<file path="src/rtl/tlla_ram.sv">
module tlla_ram #(
  parameter int WIDTH = 32,
  parameter int DEPTH = 32
) (
  input  logic                     clk,
  input  logic                     we,
  input  logic [$clog2(DEPTH)-1:0] waddr,
  input  logic [WIDTH-1:0]         wdata,
  input  logic [$clog2(DEPTH)-1:0] raddr,
  output logic [WIDTH-1:0]         rdata
);

  logic [WIDTH-1:0] mem [DEPTH];

  always_ff @(posedge clk) begin
    if (we) begin
      mem[waddr] <= wdata;
    end
    rdata <= mem[raddr];
  end

endmodule

</file>
<file path="config.mk">
export PLATFORM = sky130hd
export DESIGN_NAME = tlla_ram
export DESIGN_NICKNAME = d
export VERILOG_FILES = /design/src/rtl/tlla_ram.sv
export SDC_FILE = /design/constraint.sdc
export NUM_CORES = 1
export LEC_CHECK = 0
export BUFFER_PORTS_ARGS = -buffer_cell sky130_fd_sc_hd__buf_2
export CAP_MARGIN = 20
export CORE_MARGIN = 5
export CORE_UTILIZATION = 40
export DETAILED_ROUTE_END_ITERATION = 16
export PLACE_DENSITY_LB_ADDON = 0.25
export SYNTH_ARGS = -nofsm -noshare
export SYNTH_HDL_FRONTEND = slang
export SYNTH_SLANG_ARGS = --single-unit
</file>
<file path="constraint.sdc">
create_clock -name clk -period 2.8 [get_ports clk]
set_input_delay 0.28 -clock clk [delete_from_list [all_inputs] [get_ports clk]]
set_output_delay 0.28 -clock clk [all_outputs]
set_load 0.03 [all_outputs]
</file>
==> metrics.md, run 1 <==
| Metric | Value |
|---|---|
| Share of the yosys chip area belonging to registers | `77.5%` |
| Hold buffer count at CTS | `0` |
| Main synth FF type | `edfxtp_1` |
| DRC viols | `0` |
| Die Footprint | `108000 um2` |
| First-pass GRT wire length | `147000 um` |
| Wire length on met3 | `6120 um` |
| Metal1 wirelength | `44100 um` |
| Final HPWL DP | `57000 um` |
| Clk root buf | `clkbuf_16` |
| Fin crit period | `1.72 ns` |
| Post-synth top area cell | `edfxtp_1` |
| Slew @ Worst Pin | `0.727 ns` |
| Worst path required time | `2.52 ns` |
| WL/cell | `26.1 um` |
| Final WL | `101000 um` |
| Post-Synthesis Cells | `2260` |
| Setup crit start kind | `flop` |
| Async S/R FF share, synth | `0%` |
| Peak fanout along the critical path | `1` |
| RR Startpoint | `mem[3][9]` |
| Port buffer count | `75` |
| Total global routing overflow | `0` |
| Clock power frac | `41.7%` |
| CTS tree | `yes` |
| Met2 WL | `49300 um` |
| Clock buffer depth | `3` |
| Warnings, synthesis | `0` |
| R2r worst-path depth | `5` |
| Power density cells | `710 nW/um2` |
| Reg2reg end | `rdata[9]` |
| Post-synth top area share | `76.0%` |
| WP data arrival | `1.44 ns` |
| FF+latch count, synth | `1056` |
| Largest net degree at the start of global routing | `51` |
| Critical path's top delay family | `flip-flops` |
| Via/cell ratio | `5.39` |
| Worst path cell trace | `buf_2` |
| DR vias | `20990` |
| Drt first-iter violations | `1877` |
| Syn_nets | `2304` |
| Row count | `116` |
| Max Fclk | `0.580 GHz` |
| TritonRoute pass-1 iters | `5` |
| Crit-path max cell delay | `0.50 ns` |
| Synth area leaders | `edfxtp_1 (76%), mux2i_1 (13%), a22oi_1 (1.8%)` |
| Total negative slack | `0 ns` |
| Max cap viols | `0` |
| Clk_skew | `0.0217 ns` |
| GPL Wtd Cong | `0.777` |
| Clk_lat worst skew | `0.67 ns` |
| Utilization after layout | `47.0%` |
| Clock Sinks | `1056` |
| H-tree levels | `3` |
| Tcrit/Tclk final | `61.6%` |
| Number of global-route vias before repair | `21340` |
| Die height | `328 um` |
| Max_slew headroom | `51.5%` |
| Share of cells above drive strength 1 | `15.5%` |
| RSZ-0062 raised after global routing | `no` |
| Logic pwr share | `5.5%` |
| HP Class | `in -> reg` |
| Leak Pwr | `16.4 nW` |
| # IOs | `76` |
| Worst hold endpoint | `mem[5][30]` |
| Post-Syn Area | `40500 um2` |
| Uppermost layer routed | `met5` |
| CTS buffer count | `106` |
| Post-synth EDFFs | `1024` |
| Switching share of power | `21.3%` |
| NumNets Final | `2485` |
| Gr usage total | `18.6%` |
| Final hold vios | `0` |
| Psw | `7.14 mW` |
| Worst Hold Launch | `wdata[30]` |
| Core area | `100000 um2` |
| Initial antenna violation count | `5` |
| Distinct cells, synth | `25` |
| Reg2reg setup slack | `1.44 ns` |
| Post-route antenna net violation count | `0` |
| Avg Synthesized Cell Area | `17.9 um2` |
| Die width | `328 um` |
| Status | `finished, final reports clean` |
| VDD IR max | `0.473 mV` |
| CP Buf/Inv Count | `1` |
| Crit-path slowest cell | `dfxtp_1` |
| Final Setup Violations | `0` |
| Initial Utilization | `40.4%` |
| Setup Buffers After CTS | `0` |
| Cts repair resizes | `0` |
| Hold path depth | `1` |
| Fin. max-slew vios | `0` |
| Cell Int Power | `26.3 mW` |
| Critical setup path kind | `reg -> out` |
| Layout area overhead | `16.4%` |
| Seq pwr share | `52.8%` |
| Crit. End Element | `output pin` |
| Reg clk slew, reported paths | `0.06 ns` |
[kinds of logic after synthesis]
| group | synth area share (%) |
|---|---|
| flops | 77.5 |
| buf+inv | 1.86 |
| mux | 12.7 |
| compound gates | 4.85 |
| simple gates | 3.10 |
[state kept, by name (all words and copies together) (netlist names)]
name / flops
mem: 1024
rdata: 32
[through the flow]
stage | total power [mW] | setup WS (ns) | instance area, um2 | std cells | hold WS (ns)
final | 33.5 | 1.08 | 47100 | 3892 | 0.103
after global routing | 34.6 | 1.04 | 47100 | 3889 | 0.114
after CTS | 33.7 | 0.992 | 47100 | 3889 | 0.0641
after detailed placement | 19.9 | 0.479 | 43700 | 3690 | 0.596
after global placement | 19.8 | 0.563 | 43700 | 3690 | 0.582
after floorplan | 19.0 | 0.0859 | 40500 | 2260 | 0.379
[how the worst max path moves through the flow]
stage	start	to	slack (ns)	cells after the start
2_1_floorplan	waddr[1]	mem[12][0]	0.09	3
3_3_place_gp	raddr[0]	rdata[3]	0.56	8
3_5_place_dp	raddr[0]	rdata[3]	0.48	8
4_1_cts	rdata[16]	rdata[16]	0.99	1
5_1_grt	rdata[8]	rdata[8]	1.04	1
6_report	rdata[16]	rdata[16]	1.08	1
[synth_stat cells (all sizes together) (2+ instances only)]
| master | number |
|---|---|
| a21oi | 96 |
| a22o | 64 |
| a22oi | 96 |
| a31oi | 32 |
| buf | 79 |
| clkbuf | 48 |
| dfxtp | 32 |
| edfxtp | 1024 |
| mux2i | 512 |
| nand2 | 98 |
| nand2b | 2 |
| nand3 | 98 |
| nand3b | 5 |
| nor2 | 34 |
| nor3 | 32 |
| or3b | 3 |
[power by group through the flow]
stage | logic [mW] | clock network, mW | registers, mW
floorplan | 0.908 | 0 | 18.1
global placement | 1.83 | 0 | 18.0
detailed placement | 1.85 | 0 | 18.0
CTS | 1.86 | 14.2 | 17.7
global route | 1.97 | 14.9 | 17.7
finish | 1.84 | 14.0 | 17.7
[per-layer routing]
layer,GRT usage (%),vias up
met4,4.32,2
li1,-,9380
met2,30.9,593
met3,3.38,137
met1,25.9,10878
met5,0,-
[final cells by class]
| class | count | area, um2 |
|---|---|---|
| antenna | 3 | 7.51 |
| clock buffer | 140 | 2870 |
| clock inverter | 59 | 569 |
| fill | 8428 | 53200 |
| multi-input combinational | 1077 | 8610 |
| sequential | 1056 | 31400 |
| tap | 1357 | 1700 |
| timing repair buffer | 200 | 1990 |
[cell usage in the layout (no fill, tap or decap), types with 5 or more instances in the layout]
master,netlist,layout
nand3b_1,5,5
clkbuf_8,0,5
nand3_1,98,98
nor2_4,0,33
clkbuf_16,0,108
nor3_1,32,32
clkinv_1,0,22
dfxtp_1,32,32
bufinv_16,0,10
clkbuf_1,46,27
a21oi_1,96,96
nand2_1,98,97
a31oi_1,32,32
clkinv_2,0,18
buf_12,0,53
a22oi_1,96,96
edfxtp_1,1024,1024
buf_2,26,74
a22o_1,64,64
buf_4,33,72
mux2i_1,512,512
Note: power is estimated with default switching activity, not from simulation.
==> inputs of run 2 (changes only) <==
- clock period: 2.8 -> 1.5 ns (I/O delays scaled with it)
==> run 2 against run 1 <==
Net effect:
- clock-buffer cell count up 10
- via count increased by 4.7%
- combinational power up 110%
- non-clock buffer count is 169 higher
- power grew 87%
- flip-flop and latch count did not move
- critical path type unchanged
- largest cell class unchanged
- largest power group unchanged
==> metrics.md, run 2 (same netlist as run 1, synthesis figures left out) <==
| Metric | Value |
|---|---|
| Status | `finished, final reports clean` |
| Worst path cell trace | `buf_4` |
| Dpl cells | `3827` |
| Initial Utilization | `40.4%` |
| Post-route antenna net violation count | `0` |
| Critical setup path kind | `reg -> out` |
| Tcrit/Tclk final | `96.8%` |
| Slew @ Worst Pin | `0.628 ns` |
| Setup Buffers After CTS | `0` |
| TritonRoute pass-1 iters | `5` |
| Clk_lat worst skew | `0.70 ns` |
| Top Registers | `mem: 1024 flops, rdata: 32 flops` |
| Max Fclk | `0.688 GHz` |
| DR vias | `21983` |
| Layout area overhead | `21.3%` |
| Max cap viols | `0` |
| CTS buffer count | `106` |
| Worst path required time | `1.35 ns` |
| Final Setup Violations | `0` |
| Worst slack, placed | `-0.349 ns` |
| Reg clk slew, reported paths | `0.06 ns` |
| Final WS setup | `0.0474 ns` |
| GPL Wtd Cong | `0.801` |
| H-tree levels | `3` |
| WP data arrival | `1.30 ns` |
| Final hold vios | `0` |
| Port buffer count | `75` |
| First-pass GRT wire length | `154000 um` |
| CP startpoint | `rdata[12]` |
| Clk_skew | `0.0209 ns` |
| Worst Hold Launch | `raddr[0]` |
| Gr usage total | `19.5%` |
| Die height | `328 um` |
| Final HPWL DP | `63500 um` |
| Via/cell ratio | `5.42` |
| CTS tree | `yes` |
| Die width | `328 um` |
| RR Startpoint | `mem[3][11]` |
| CP Buf/Inv Count | `1` |
| Setup crit start kind | `flop` |
| VDD IR max | `0.879 mV` |
| Critical path's top delay family | `flip-flops` |
| Largest net degree at the start of global routing | `36` |
| Core area | `100000 um2` |
| WL/cell | `26.1 um` |
| Die Footprint | `108000 um2` |
| Fin. max-slew vios | `0` |
| Commonest non-fill, non-tap cell in the layout | `edfxtp_1` |
| Total global routing overflow | `0` |
| Initial antenna violation count | `2` |
| Max reg flops | `1024` |
| Reg with most FFs | `mem` |
| Crit-path max cell delay | `0.42 ns` |
| Clock buffer depth | `3` |
| Power density cells | `1280 nW/um2` |
| Number of global-route vias before repair | `22368` |
| Fin crit period | `1.45 ns` |
| Post-route insts no fill | `4057` |
| DRC viols | `0` |
| NumNets Final | `2654` |
| RSZ-0062 raised after global routing | `no` |
| Share of cells above drive strength 1 | `20.0%` |
| Crit. End Element | `output pin` |
| # IOs | `76` |
| Leak Pwr | `17.4 nW` |
| Reg2reg setup slack | `0.14 ns` |
| Clock Sinks | `1056` |
| Max_slew headroom | `58.2%` |
| Row count | `116` |
| Most frequent cells in the layout | `edfxtp_1 (1024), mux2i_1 (512), buf_4 (172), clkbuf_16 (106), buf_12 (99)` |
| Peak fanout along the critical path | `1` |
| Total negative slack | `0 ns` |
| HP Class | `in -> reg` |
| Final WL | `106000 um` |
| Drt first-iter violations | `1883` |
| Clk root buf | `clkbuf_16` |
| Crit-path slowest cell | `dfxtp_1` |
[run 2: changes by cell type in the layout (fill, tap and decap cells not counted), sizes merged]
cell | previous run | this run
buf | 200 | 337
clkinv | 41 | 32
diode | 3 | 1
bufinv | 10 | 6
dlygate4sd3 | 0 | 32
clkbuf | 140 | 150
clkinvlp | 3 | 7
inv | 5 | 2
[run 2: stage by stage]
step | power, mW | utilization [%] | cell area, um2 | hold slack, ns
floorplan | 35.5 | - | 40800 | 0.249
global placement | 37.3 | 45.2 | 45300 | 0.579
detailed placement | 37.4 | 45.2 | 45300 | 0.583
CTS | 63.2 | 48.9 | 49100 | 0.141
global route | 64.6 | 48.9 | 49100 | 0.218
finish | 62.6 | 48.9 | 49100 | 0.195
[run 2: worst reg2reg max path: stages (launching register included)]
cell and delay (ns):
edfxtp_1 0.38, mux2i_1 0.15, a22o_1 0.15, nor3_1 0.06
a31oi_1 0.29, nand3_2 0.18
[run 2: layout make-up]
cell class	count	area, um2
Clock inverter	47	478
Tap cell	1357	1700
Sequential cell	1056	31400
Clock buffer	150	2950
Multi-Input combinational cell	1077	8630
Fill cell	8293	51200
Antenna cell	1	2.50
Timing Repair Buffer	369	3930
[run 2: path summary, 6_finish.rpt]
check | endpoint | depth (start not counted)
max | rdata[12] | 1
min reg2reg | rdata[28] | 4
min | rdata[16] | 6
max reg2reg | rdata[11] | 5
[run 2: report_power, final]
part	switching (mW)	internal [mW]	total, mW
clock	11.0	14.8	25.8
combinational	2.39	1.49	3.88
sequential	0.170	32.8	33.0
total	13.6	49.1	62.6
[run 2: timing repair]
item | in CTS | in global routing
pin swaps | 0 | 0
gates resized for setup | 16 | 1
endpoints found under the setup margin | 9 | 1
hold endpoints to repair | 979 | 0
hold buffers | 32 | 0
[run 2: routing by layer]
layer  global-route usage, %  share of wire, %  up-vias
li1                        -                 -     9714
met1                    27.6                45    11527
met2                    32.0                48      611
met3                    2.85               5.4      129
met4                    4.74               1.9        2
met5                       0             0.012        -
